$ cat config.mk
export PLATFORM = sky130hd
export DESIGN_NAME = smart_card_atr_parser_flat
export DESIGN_NICKNAME = d
export VERILOG_FILES = /design/src/hw/rtl/scatr_pkg.sv /design/src/hw/rtl/scatr_in_if.sv /design/src/hw/rtl/scatr_out_if.sv /design/src/hw/rtl/scatr_in_stage.sv /design/src/hw/rtl/scatr_step.sv /design/src/hw/rtl/scatr_out_stage.sv /design/src/hw/rtl/smart_card_atr_parser.sv /design/src/flat_wrapper.sv
export SDC_FILE = /design/constraint.sdc
export NUM_CORES = 1
export LEC_CHECK = 0
export BUFFER_PORTS_ARGS = -buffer_cell sky130_fd_sc_hd__buf_2
export CORE_ASPECT_RATIO = 1.75
export CORE_MARGIN = 2
export CORE_UTILIZATION = 40
export DETAILED_ROUTE_END_ITERATION = 7
export GPL_ROUTABILITY_DRIVEN = 0
export SKIP_CTS_REPAIR_TIMING = 1
export SLEW_MARGIN = 10
export SYNTH_ARGS = -nofsm -noshare
export SYNTH_HDL_FRONTEND = slang
export SYNTH_SLANG_ARGS = --single-unit
$ cat constraint.sdc
create_clock -name clk -period 6 [get_ports clk]
set_input_delay 0.9 -clock clk [delete_from_list [all_inputs] [get_ports clk]]
set_output_delay 0.9 -clock clk [all_outputs]
set_load 0.05 [all_outputs]
$ cat src/hw/rtl/scatr_pkg.sv
// ----------------------------------------------------------------------------
// ATR parser package
// Types and fixed codes shared by the answer-to-reset parser modules.
// ----------------------------------------------------------------------------
`default_nettype none

package scatr_pkg;

  // Parser phase codes.
  localparam logic [2:0] PH_TS    = 3'd0;
  localparam logic [2:0] PH_T0    = 3'd1;
  localparam logic [2:0] PH_IFACE = 3'd2;
  localparam logic [2:0] PH_HIST  = 3'd3;
  localparam logic [2:0] PH_CAND  = 3'd4;
  localparam logic [2:0] PH_TRAIL = 3'd5;

  // Byte class codes.
  localparam logic [3:0] CLS_TS      = 4'd0;
  localparam logic [3:0] CLS_T0      = 4'd1;
  localparam logic [3:0] CLS_TA      = 4'd2;
  localparam logic [3:0] CLS_TB      = 4'd3;
  localparam logic [3:0] CLS_TC      = 4'd4;
  localparam logic [3:0] CLS_TD      = 4'd5;
  localparam logic [3:0] CLS_HIST    = 4'd6;
  localparam logic [3:0] CLS_CHECK   = 4'd7;
  localparam logic [3:0] CLS_TRAIL   = 4'd8;
  localparam logic [3:0] CLS_IGNORED = 4'd9;

  // Status and error codes.
  localparam logic [3:0] ST_RUNNING   = 4'd0;
  localparam logic [3:0] ST_OK_NO_TCK = 4'd1;
  localparam logic [3:0] ST_TCK_MATCH = 4'd2;
  localparam logic [3:0] ST_TCK_BAD   = 4'd3;
  localparam logic [3:0] ST_TRAILING  = 4'd4;
  localparam logic [3:0] ST_BAD_TS    = 4'd5;
  localparam logic [3:0] ST_SHORT     = 4'd6;
  localparam logic [3:0] ST_LONG      = 4'd7;
  localparam logic [3:0] ST_SECTIONS  = 4'd8;

  // Initial character conventions.
  localparam logic [7:0] TS_DIRECT  = 8'h3B;
  localparam logic [7:0] TS_INVERSE = 8'h3F;

  // Byte counter saturates at its full range.
  localparam int unsigned CountWidth = 6;
  localparam logic [CountWidth-1:0] COUNT_SAT = '1;
  localparam logic [CountWidth-1:0] MIN_ATR_BYTES = CountWidth'(2);

  typedef struct packed {
    logic [7:0] data_byte;
    logic       last_byte;
  } in_item_t;

  typedef struct packed {
    logic [3:0] byte_class;
    logic [2:0] section_number;
    logic [3:0] historical_index;
    logic [3:0] status;
    logic       done_res;
  } res_t;

endpackage

`default_nettype wire

$ cat src/hw/rtl/scatr_in_if.sv
// ----------------------------------------------------------------------------
// ATR byte channel
// Valid/ready channel that carries one raw ATR byte and its last-byte flag.
// ----------------------------------------------------------------------------
`default_nettype none

interface scatr_in_if;
  logic       valid;
  logic       ready;
  logic [7:0] data_byte;
  logic       last_byte;

  modport source (output valid, output data_byte, output last_byte, input ready);
  modport sink   (input valid, input data_byte, input last_byte, output ready);
endinterface

`default_nettype wire

$ cat src/hw/rtl/scatr_out_if.sv
// ----------------------------------------------------------------------------
// ATR result channel
// Valid/ready channel that carries the classification of one ATR byte.
// ----------------------------------------------------------------------------
`default_nettype none

interface scatr_out_if;
  logic       valid;
  logic       ready;
  logic [3:0] byte_class;
  logic [2:0] section_number;
  logic [3:0] historical_index;
  logic [3:0] status;
  logic       done_res;

  modport source (output valid, output byte_class, output section_number,
                  output historical_index, output status, output done_res,
                  input ready);
  modport sink   (input valid, input byte_class, input section_number,
                  input historical_index, input status, input done_res,
                  output ready);
endinterface

`default_nettype wire

$ cat src/hw/rtl/scatr_in_stage.sv
// ----------------------------------------------------------------------------
// ATR parser input register
// Holds one accepted byte until the parse stage takes it.
// ----------------------------------------------------------------------------
`default_nettype none

module scatr_in_stage
  import scatr_pkg::*;
(
  input  wire logic      clk,
  input  wire logic      rst_n,
  scatr_in_if.sink       in_chan,
  input  wire logic      take,
  output logic           item_valid,
  output in_item_t       item
);

  logic     valid_r, valid_nxt;
  in_item_t item_r;
  logic     accept;

  // A new request is taken when the register is empty or drains this cycle.
  assign in_chan.ready = !valid_r || take;
  assign accept        = in_chan.valid && in_chan.ready;

  always_comb begin
    valid_nxt = valid_r;
    if (accept) begin
      valid_nxt = 1'b1;
    end else if (take) begin
      valid_nxt = 1'b0;
    end
  end

  always_ff @(posedge clk) begin
    if (!rst_n) begin
      valid_r <= 1'b0;
    end else begin
      valid_r <= valid_nxt;
    end
  end

  // Payload register, no reset needed.
  always_ff @(posedge clk) begin
    if (accept) begin
      item_r.data_byte <= in_chan.data_byte;
      item_r.last_byte <= in_chan.last_byte;
    end
  end

  assign item_valid = valid_r;
  assign item       = item_r;

endmodule

`default_nettype wire

$ cat src/hw/rtl/scatr_step.sv
// ----------------------------------------------------------------------------
// ATR parser state update
// Classifies one byte against the parser state and computes the new state.
// ----------------------------------------------------------------------------
`default_nettype none

module scatr_step
  import scatr_pkg::*;
#(
  parameter int unsigned MAX_ATR_BYTES = 33,
  parameter int unsigned MAX_SECTIONS  = 7
) (
  input  wire logic      clk,
  input  wire logic      rst_n,
  input  wire logic      fire,
  input  wire in_item_t  item,
  output res_t           res
);

  localparam logic [CountWidth-1:0] MaxBytes = CountWidth'(MAX_ATR_BYTES);
  localparam logic [2:0]            MaxSect  = 3'(MAX_SECTIONS);

  logic [2:0]            phase_r, phase_nxt;
  logic [3:0]            pend_r, pend_nxt;
  logic [2:0]            sect_r, sect_nxt;
  logic [3:0]            hist_total_r, hist_total_nxt;
  logic [3:0]            hist_seen_r, hist_seen_nxt;
  logic [CountWidth-1:0] count_r, count_nxt;
  logic [7:0]            xor_r, xor_nxt;
  logic [3:0]            err_r, err_nxt;

  logic [7:0] b;
  logic [3:0] cls;
  logic [2:0] sec;
  logic [3:0] hidx;
  logic [3:0] status;

  assign b = item.data_byte;

  // Byte classification and next state.
  always_comb begin
    phase_nxt      = phase_r;
    pend_nxt       = pend_r;
    sect_nxt       = sect_r;
    hist_total_nxt = hist_total_r;
    hist_seen_nxt  = hist_seen_r;
    xor_nxt        = xor_r;
    err_nxt        = err_r;
    cls            = CLS_IGNORED;
    sec            = 3'd0;
    hidx           = 4'd0;

    if (count_r >= MaxBytes) begin
      err_nxt = ST_LONG;
    end else if (err_r == ST_RUNNING) begin
      case (phase_r)
        PH_TS: begin
          cls = CLS_TS;
          if (b != TS_DIRECT && b != TS_INVERSE) begin
            err_nxt = ST_BAD_TS;
          end
          phase_nxt = PH_T0;
        end
        PH_T0: begin
          cls            = CLS_T0;
          xor_nxt        = xor_r ^ b;
          hist_total_nxt = b[3:0];
          pend_nxt       = b[7:4];
          sect_nxt       = 3'd1;
          if (b[7:4] == 4'd0) begin
            phase_nxt = (b[3:0] != 4'd0) ? PH_HIST : PH_CAND;
          end else begin
            phase_nxt = PH_IFACE;
          end
        end
        PH_IFACE: begin
          xor_nxt = xor_r ^ b;
          sec     = sect_r;
          if (pend_r[0]) begin
            cls      = CLS_TA;
            pend_nxt = pend_r & 4'hE;
          end else if (pend_r[1]) begin
            cls      = CLS_TB;
            pend_nxt = pend_r & 4'hC;
          end else if (pend_r[2]) begin
            cls      = CLS_TC;
            pend_nxt = pend_r & 4'h8;
          end else begin
            cls = CLS_TD;
            if (sect_r >= MaxSect) begin
              err_nxt  = ST_SECTIONS;
              pend_nxt = 4'd0;
            end else begin
              sect_nxt = sect_r + 3'd1;
              pend_nxt = b[7:4];
            end
          end
          // Interface bytes exhausted: move on to the historical bytes, or to the check byte when there are none.
          if (err_nxt == ST_RUNNING && pend_nxt == 4'd0) begin
            phase_nxt = (hist_total_r != 4'd0) ? PH_HIST : PH_CAND;
          end
        end
        PH_HIST: begin
          cls           = CLS_HIST;
          hidx          = hist_seen_r;
          xor_nxt       = xor_r ^ b;
          hist_seen_nxt = hist_seen_r + 4'd1;
          if (hist_seen_nxt >= hist_total_r) begin
            phase_nxt = PH_CAND;
          end
        end
        PH_CAND: begin
          cls       = CLS_CHECK;
          xor_nxt   = xor_r ^ b;
          phase_nxt = PH_TRAIL;
        end
        default: begin
          cls       = CLS_TRAIL;
          phase_nxt = PH_TRAIL;
        end
      endcase
    end

    count_nxt = (count_r != COUNT_SAT) ? count_r + CountWidth'(1) : count_r;
  end

  // Status reported with this byte.
  always_comb begin
    if (!item.last_byte) begin
      status = err_nxt;
    end else if (err_nxt == ST_LONG) begin
      status = ST_LONG;
    end else if (count_nxt < MIN_ATR_BYTES) begin
      status = ST_SHORT;
    end else if (err_nxt != ST_RUNNING) begin
      status = err_nxt;
    end else if (phase_nxt == PH_CAND) begin
      status = ST_OK_NO_TCK;
    end else if (phase_nxt == PH_TRAIL) begin
      if (cls == CLS_CHECK) begin
        status = (xor_nxt == 8'd0) ? ST_TCK_MATCH : ST_TCK_BAD;
      end else begin
        status = ST_TRAILING;
      end
    end else begin
      status = ST_SHORT;
    end
  end

  assign res.byte_class       = cls;
  assign res.section_number   = sec;
  assign res.historical_index = hidx;
  assign res.status           = status;
  assign res.done_res         = item.last_byte;

  // State registers; the final byte of an ATR returns everything to reset.
  always_ff @(posedge clk) begin
    if (!rst_n || (fire && item.last_byte)) begin
      phase_r      <= PH_TS;
      pend_r       <= 4'd0;
      sect_r       <= 3'd1;
      hist_total_r <= 4'd0;
      hist_seen_r  <= 4'd0;
      count_r      <= '0;
      xor_r        <= 8'd0;
      err_r        <= ST_RUNNING;
    end else if (fire) begin
      phase_r      <= phase_nxt;
      pend_r       <= pend_nxt;
      sect_r       <= sect_nxt;
      hist_total_r <= hist_total_nxt;
      hist_seen_r  <= hist_seen_nxt;
      count_r      <= count_nxt;
      xor_r        <= xor_nxt;
      err_r        <= err_nxt;
    end
  end

endmodule

`default_nettype wire

$ cat src/hw/rtl/scatr_out_stage.sv
// ----------------------------------------------------------------------------
// ATR parser result register
// Holds one result until the downstream side takes it.
// ----------------------------------------------------------------------------
`default_nettype none

module scatr_out_stage
  import scatr_pkg::*;
(
  input  wire logic      clk,
  input  wire logic      rst_n,
  input  wire logic      res_valid,
  input  wire res_t      res,
  output logic           take,
  scatr_out_if.source    out_chan
);

  logic valid_r, valid_nxt;
  res_t res_r;
  logic load;

  // The register can load when empty or when its content leaves this cycle.
  assign take = !valid_r || out_chan.ready;
  assign load = res_valid && take;

  always_comb begin
    valid_nxt = valid_r;
    if (load) begin
      valid_nxt = 1'b1;
    end else if (out_chan.ready) begin
      valid_nxt = 1'b0;
    end
  end

  always_ff @(posedge clk) begin
    if (!rst_n) begin
      valid_r <= 1'b0;
    end else begin
      valid_r <= valid_nxt;
    end
  end

  always_ff @(posedge clk) begin
    if (load) begin
      res_r <= res;
    end
  end

  assign out_chan.valid            = valid_r;
  assign out_chan.byte_class       = res_r.byte_class;
  assign out_chan.section_number   = res_r.section_number;
  assign out_chan.historical_index = res_r.historical_index;
  assign out_chan.status           = res_r.status;
  assign out_chan.done_res         = res_r.done_res;

endmodule

`default_nettype wire

$ cat src/hw/rtl/smart_card_atr_parser.sv
// ----------------------------------------------------------------------------
// Smart-card ATR parser
// Classifies answer-to-reset bytes and reports a running and final status.
// ----------------------------------------------------------------------------
// The parser takes one ATR byte per clock and returns one result per byte;
// each byte passes through the input register and then the result register.
// Throughput is one byte per cycle, set by the parser state update, and
// holds while the result side takes every cycle; while a result waits, the
// input register takes one more byte and the input then stalls until the
// result leaves. The status is final on the result flagged done_res, after
// which the parser starts a new ATR on the next byte.
`default_nettype none

module smart_card_atr_parser
  import scatr_pkg::*;
#(
  parameter int unsigned MAX_ATR_BYTES = 33,
  parameter int unsigned MAX_SECTIONS  = 7
) (
  input  wire logic      clk,
  input  wire logic      rst_n,
  scatr_in_if.sink       in_chan,
  scatr_out_if.source    out_chan
);

  logic     item_valid;
  in_item_t item;
  logic     take;
  res_t     res;
  logic     fire;

  // A byte moves through the parse logic when the result register is empty or its content leaves this cycle.
  assign fire = item_valid && take;

  scatr_in_stage u_in_stage (
    .clk        (clk),
    .rst_n      (rst_n),
    .in_chan    (in_chan),
    .take       (take),
    .item_valid (item_valid),
    .item       (item)
  );

  scatr_step #(
    .MAX_ATR_BYTES (MAX_ATR_BYTES),
    .MAX_SECTIONS  (MAX_SECTIONS)
  ) u_step (
    .clk   (clk),
    .rst_n (rst_n),
    .fire  (fire),
    .item  (item),
    .res   (res)
  );

  scatr_out_stage u_out_stage (
    .clk       (clk),
    .rst_n     (rst_n),
    .res_valid (item_valid),
    .res       (res),
    .take      (take),
    .out_chan  (out_chan)
  );

endmodule

`default_nettype wire

$ cat src/flat_wrapper.sv
// flat-port wrapper written by rule: the top's interface ports become plain ports
module smart_card_atr_parser_flat import scatr_pkg::*;
#(
  parameter int unsigned MAX_ATR_BYTES = 33,
  parameter int unsigned MAX_SECTIONS  = 7
)
  (clk, rst_n, in_chan_valid, in_chan_data_byte, in_chan_last_byte, in_chan_ready, out_chan_valid, out_chan_byte_class, out_chan_section_number, out_chan_historical_index, out_chan_status, out_chan_done_res, out_chan_ready);
  scatr_in_if in_chan_i ();
  scatr_out_if out_chan_i ();
  input  wire logic clk;
  input  wire logic rst_n;
  input wire logic [$bits(in_chan_i.valid)-1:0] in_chan_valid;
  input wire logic [$bits(in_chan_i.data_byte)-1:0] in_chan_data_byte;
  input wire logic [$bits(in_chan_i.last_byte)-1:0] in_chan_last_byte;
  output wire logic [$bits(in_chan_i.ready)-1:0] in_chan_ready;
  output wire logic [$bits(out_chan_i.valid)-1:0] out_chan_valid;
  output wire logic [$bits(out_chan_i.byte_class)-1:0] out_chan_byte_class;
  output wire logic [$bits(out_chan_i.section_number)-1:0] out_chan_section_number;
  output wire logic [$bits(out_chan_i.historical_index)-1:0] out_chan_historical_index;
  output wire logic [$bits(out_chan_i.status)-1:0] out_chan_status;
  output wire logic [$bits(out_chan_i.done_res)-1:0] out_chan_done_res;
  input wire logic [$bits(out_chan_i.ready)-1:0] out_chan_ready;
  assign in_chan_i.valid = in_chan_valid;
  assign in_chan_i.data_byte = in_chan_data_byte;
  assign in_chan_i.last_byte = in_chan_last_byte;
  assign in_chan_ready = in_chan_i.ready;
  assign out_chan_valid = out_chan_i.valid;
  assign out_chan_byte_class = out_chan_i.byte_class;
  assign out_chan_section_number = out_chan_i.section_number;
  assign out_chan_historical_index = out_chan_i.historical_index;
  assign out_chan_status = out_chan_i.status;
  assign out_chan_done_res = out_chan_i.done_res;
  assign out_chan_i.ready = out_chan_ready;
  smart_card_atr_parser #(.MAX_ATR_BYTES(MAX_ATR_BYTES), .MAX_SECTIONS(MAX_SECTIONS)) u_core (.clk(clk), .rst_n(rst_n), .in_chan(in_chan_i), .out_chan(out_chan_i));
endmodule
## Yosys cells after proc, flatten, opt, wreduce, memory -nomap -nowiden

Cells that the tools add are included.

- Add/subtract/negate cells: 3
- Magnitude comparators: 4
- Equality and inequality tests: 15
- Muxes and demuxes: 54
- Bitwise operators: 5
- Reductions and logical operators: 30

Operators by type and width:

| operator | number |
|---|---|
| 4-bit two-way mux | 25 |
| 3-bit two-way mux | 14 |
| 8-bit two-way mux | 3 |
| 4-bit one-hot mux with 5 select lines | 1 |
| 4-bit zero test | 4 |
| 8-bit by 6-bit != test with 1-bit output (second input constant) | 2 |
| 4-bit one-hot mux with 2 select lines | 2 |
| 3-bit one-hot mux with 4 select lines | 1 |
| 4-bit AND reduction | 3 |
| 4-bit nonzero test | 3 |
| 3-bit equality test (second input constant) | 3 |
| 4-bit by 3-bit equality test with 1-bit output (second input constant) | 2 |
| 8-bit zero test | 1 |
| 2-bit != test (second input constant) | 4 |
| 8-bit AND reduction | 1 |
| 8-bit bitwise XOR | 1 |
| 6-bit by 1-bit adder with 6-bit output (second input constant) | 1 |
| 3-bit by 2-bit equality test with 1-bit output (second input constant) | 2 |
| 6-bit >= comparator (second input constant) | 1 |
| 6-bit by 2-bit < comparator with 1-bit output (second input constant) | 1 |
| 1-bit two-way mux | 6 |
| 6-bit two-way mux | 1 |
| 6-bit != test (second input constant) | 1 |
| 3-bit one-hot mux with 2 select lines | 1 |
| other kinds (13) | 27 |

- Register bits after elaboration: 63
- Bits of input ports: 13
- Output and inout port bits: 18
- Logic and storage cells: 128

## Logic depth before layout (Yosys ltp)

- Word-level depth: 21
- Depth in mapped cells: 10
- Gate-level depth less buffers: 10

## Modules after synthesis

A second synthesis with hierarchy kept.

- Cells, all modules: 372
- Area, all modules: 3,437.0 µm²

Modules (own cells, without submodules):

| module | times used | cells an instance | area an instance (µm²) | seq. area each (µm²) |
|---|---|---|---|---|
| scatr_step | 1 | 336 | 2,565.0 | 720.7 |
| scatr_out_stage | 1 | 21 | 538.0 | 500.5 |
| scatr_in_stage | 1 | 14 | 327.8 | 290.3 |
| smart_card_atr_parser | 1 | 1 | 6.3 | 0.0 |

## Least setup slack after synthesis

No wires, ideal clock.

- Path kind: in2reg
- Start: input out_chan_ready
- End: register u_core.u_step.pend_r[1]
- Setup time: 0.128 ns
- Data arrival time: 2.671 ns
- Required time: 5.872 ns
- Path slack: 3.202 ns
- Stages on the path: 9
- Path buffers: 1
- Cells stage by stage: nor2b_1 nand2b_1 clkinv_1 nand3_1 or3_1 buf_2 nor2_4 a22oi_1 nor2_1

- Longest elaborated chain between the ends: 4
- Elaborated cells on any way between the ends: 5
- Classes of those cells: 5 x reduce/logical

Ends and longest elaborated chain:

| what | RTL line | text |
|---|---|---|
| from (decl) | flat_wrapper.sv:22 | `input wire logic [$bits(out_chan_i.ready)-1:0] out_chan_ready;` |
| 1-bit logical OR * | scatr_out_stage.sv:23 | `assign take = !valid_r \|\| out_chan.ready;` |
| 1-bit logical AND * | smart_card_atr_parser.sv:33 | `assign fire = item_valid && take;` |
| named net u_core.fire | smart_card_atr_parser.sv:30 | `logic fire;` |
| 1-bit logical AND | scatr_step.sv:158 | `if (!rst_n \|\| (fire && item.last_byte)) begin` |
| 1-bit logical OR | scatr_step.sv:158 |  |
| to (signal assigned) | scatr_step.sv:169 | `pend_r <= pend_nxt;` |
| to (decl) | scatr_step.sv:24 | `logic [3:0] pend_r, pend_nxt;` |

Mark *: on every way through the listed nets, which the timed path passes. The rest lies on a longest branch.
A chain may end at the register's enable or synchronous reset.

## Worst setup path after layout

- Start: input out_chan_ready
- End: register u_core.u_step.sect_r[0]

- Longest elaborated chain between the ends: 4
- Elaborated cells on any way between the ends: 5
- Classes of those cells: 5 x reduce/logical

Ends and longest elaborated chain:

| what | RTL line | text |
|---|---|---|
| 1-bit logical OR * | scatr_out_stage.sv:23 |  |
| 1-bit logical AND * | smart_card_atr_parser.sv:33 |  |
| named net u_core.fire | smart_card_atr_parser.sv:30 |  |
| branches (longest 2 deep; another with 8-bit AND reduction) | -- |  |
| to (signal assigned) | scatr_step.sv:170 | `sect_r <= sect_nxt;` |
| to (decl) | scatr_step.sv:25 | `logic [2:0] sect_r, sect_nxt;` |

Mark *: on every way through the listed nets, which the timed path passes.

==> PnR_summary.wiki <==
{| class="wikitable"
! Metric !! Value
|-
| Number of max-slew violations in the final report || 0
|-
| Number of antenna violations at the first check in global routing || 0
|-
| Setup crit start || out_chan_ready
|-
| Critical path capture point type || flop
|-
| Max-cap viol count || 0
|-
| Post-layout net count || 404
|-
| Height of the die || 123 µm
|-
| Total Neg Setup Slack || 0 ps
|-
| Final setup violation count || 0
|-
| Arrival @ worst endpoint || 3420 ps
|-
| Pin count of the biggest net entering global routing || 29
|-
| Clock-pin slew on the worst setup and hold paths || 50 ps
|-
| Clock latency of the later-clocked register in the worst-skew pair || 330 ps
|-
| Cell area after layout || 3730 µm²
|-
| Primary flip-flop cell chosen by synthesis mapping || sky130_fd_sc_hd__dfxtp_1
|-
| Count of state elements after synthesis || 63
|-
| Post-synthesis area per instance || 9.17 µm²
|-
| Worst vdd rail ir drop || 0.000165 V
|-
| Number of vias in the routed layout || 2679
|-
| Synthesized netlist net count || 376
|-
| Count of different cell masters after synthesis || 56
|-
| Clk buf depth || 2
|-
| Most frequent cell after synthesis || sky130_fd_sc_hd__nor2_1
|-
| Wire length after detailed routing || 7400 µm
|-
| Net switching power figure || 0.000258 W
|-
| CTS tree || yes
|-
| Final routed wire length divided by cell count || 15.5 µm
|-
| Launching point of the worst reg2reg path || u_core.u_in_stage.item[6]$_DFFE_PP_
|-
| Int Power || 0.000811 W
|-
| Highest attainable clock frequency || 317 MHz
|-
| Number of inserted diodes || 0
|-
| Leakage power || 1.39 nW
|-
| Placed wire-length estimate after detailed placement || 5560 µm
|-
| CTS buffer count || 9
|-
| Tightest Pin Transition || 850 ps
|-
| Average vias per placed instance || 5.63
|-
| Count of flip-flops with a built-in enable after synthesis || 25
|-
| Number of flip-flops in the largest register || 9
|-
| All-Layer GR Usage || 18.6%
|-
| # IOs || 31
|-
| Worst endpoint required time || 6260 ps
|-
| Layout cell share with drive strength beyond 1 || 13.7%
|-
| RSZ-0062 raised after global routing || no
|-
| Portion of total power attributed to combinational logic || 10.2%
|-
| CTS H-Tree Depth || 3
|-
| Endpoints failing hold || 0
|-
| Tot Pwr || 0.00107 W
|-
| Synth top area share || 23.5%
|-
| Pre-Repair DR Iteration Count || 4
|-
| Final period utilization || 52.7%
|-
| Max transition margin || 43.0%
|-
| Highest fanout seen on the critical path || 25
|-
| Synthesized instance count || 353
|-
| Most area-consuming cells after synthesis || sky130_fd_sc_hd__dfxtp_1 24%, sky130_fd_sc_hd__edfxtp_1 23%, sky130_fd_sc_hd__nor2_1 5.5%, sky130_fd_sc_hd__ha_1 3.9%, sky130_fd_sc_hd__a21oi_1 3.7%
|-
| DRC violation count after routing || 0
|-
| Placed instance area || 3450 µm²
|-
| Result of the run || complete, no violations
|-
| Row cnt || 43
|-
| Synthesized area || 3240 µm²
|-
| Part of the Yosys area used for sequential elements || 46.7%
|-
| Portion of total power attributed to sequential cells || 44.5%
|-
| Via count of the first global-routing pass || 2630
|-
| Number of warning messages in the yosys log || 0
|-
| Share of async-settable or async-resettable flops after synthesis || 0%
|-
| Crit path time final || 3160 ps
|-
| ANT nets after route || 0
|-
| Switching share of total power || 24.1%
|-
| Critical path type || in -> reg
|-
| Fraction of power consumed by the clock network || 45.3%
|-
| Areal power density over the cells || 287 nW/µm²
|-
| Die footprint || 8860 µm²
|-
| Kind of launch point of the worst setup path || input pin
|-
| Effective utilization at floorplan || 40.9%
|-
| Max Clock Skew || 6.27 ps
|-
| Cell types with the highest counts after synthesis || 47 x sky130_fd_sc_hd__nor2_1, 38 x sky130_fd_sc_hd__dfxtp_1, 32 x sky130_fd_sc_hd__nand2_1
|-
| Post-synthesis to final-layout area growth || 15.2%
|-
| Post-synthesis cell type with the largest combined area || sky130_fd_sc_hd__dfxtp_1
|-
| Filler instances || 753
|-
| Core area || 7910 µm²
|-
| IO Port Bufs || 30
|-
| Number of design-rule violations left by the first detailed-router iteration || 124
|-
| Overall overflow remaining after global route || 0
|-
| Cell at the root of the clock tree || sky130_fd_sc_hd__clkbuf_16
|-
| First-pass GRT wire length || 12400 µm
|-
| Die extent in x || 72 µm
|-
| Hold WC Path Type || reg -> reg
|-
| Start point of the worst min-delay path || u_core.u_step.hist_total_r[2]$_SDFFE_PP0P_
|-
| # clock sinks || 63
|}
-- metrics by stage --
stage | std cells | hold WS [ps] | worst slack, ps | utilization (%)
after global placement | 460 | 490 | 2640 | 43.6
after floorplan | 353 | 454 | 3200 | -
final | 476 | 493 | 2840 | 47.1
after detailed placement | 460 | 485 | 2480 | 43.6
after CTS | 476 | 492 | 2820 | 47.1
after global routing | 476 | 514 | 2640 | 47.1
-- critical path, stage by stage --
cell                       delay [ps]
sky130_fd_sc_hd__buf_2            100
sky130_fd_sc_hd__nor2b_1          190
sky130_fd_sc_hd__nand2b_1         240
sky130_fd_sc_hd__clkinv_1         700
sky130_fd_sc_hd__nand3_1          570
sky130_fd_sc_hd__or3_1            310
sky130_fd_sc_hd__nor2_4           110
sky130_fd_sc_hd__and3_1           190
sky130_fd_sc_hd__o21bai_1         100
-- metal layers --
metal  share of wire, %  global-route usage, %
met5                  0                      0
met4                4.7                   11.8
met3                3.1                   5.05
met2                 56                   35.0
met1                 37                   17.0
-- power groups by stage --
stage	Sequential [W]	Combinational, W	Clock, W
6_report	0.000476	0.000109	0.000484
5_1_grt	0.000478	0.000120	0.000516
4_1_cts	0.000476	0.000110	0.000495
3_5_place_dp	0.000484	0.000109	0
3_3_place_gp	0.000484	0.000108	0
2_1_floorplan	0.000497	0.0000668	0
-- logic make-up after synthesis --
group / count (synthesis) / share of synthesized area (%)
xor gates and xnor gates: 20 / 5.41
buffers and inverters: 26 / 3.29
and+or+nand+nor: 157 / 25.0
AOI/OAI and AO/OA: 73 / 14.4
muxes: 4 / 1.31
DFF: 63 / 46.7
adders and majority gates: 10 / 3.87
-- final cells by class --
| type | count | area [µm²] | share of cell area [%] |
|---|---|---|---|
| multi-input combinational | 264 | 1620 | 43.4 |
| sequential | 63 | 1510 | 40.6 |
| inverter | 12 | 45.0 | 1.21 |
| timing repair buffer | 31 | 158 | 4.23 |
| clock buffer | 16 | 282 | 7.55 |
| tap | 90 | 113 | 3.02 |
-- cells in the final DEF (no fill, tap or decap), drive strengths merged, types with 3 or more instances in the layout --
cell type | synthesis | routed
a21oi | 24 | 24
a31oi | 7 | 7
and2 | 8 | 8
and3 | 6 | 6
buf | 2 | 31
clkbuf | 12 | 16
dfxtp | 38 | 38
edfxtp | 25 | 25
ha | 10 | 10
inv | 11 | 11
nand2 | 32 | 32
nand2b | 5 | 5
nand3 | 14 | 14
nand4 | 3 | 3
nor2 | 48 | 48
nor2b | 4 | 4
nor3 | 12 | 12
nor4 | 4 | 4
nor4bb | 4 | 4
o21a | 3 | 3
o21ai | 16 | 16
o32ai | 4 | 4
or3 | 4 | 4
or4 | 3 | 3
xnor2 | 9 | 9
xor2 | 11 | 11
-- worst paths after layout --
check / endpoint / slack, ps / cells after the start
worst max register to register: u_core.u_out_stage.out_chan.status[1]$_DFFE_PP_ / 2890 / 7
worst min-delay path: u_core.u_step.hist_total_r[2]$_SDFFE_PP0P_ / 490 / 2
worst min register to register: u_core.u_step.hist_total_r[2]$_SDFFE_PP0P_ / 490 / 2
worst max-delay path: u_core.u_step.sect_r[0]$_SDFFE_PP1P_ / 2840 / 9
(Power assumes the default switching activity.)
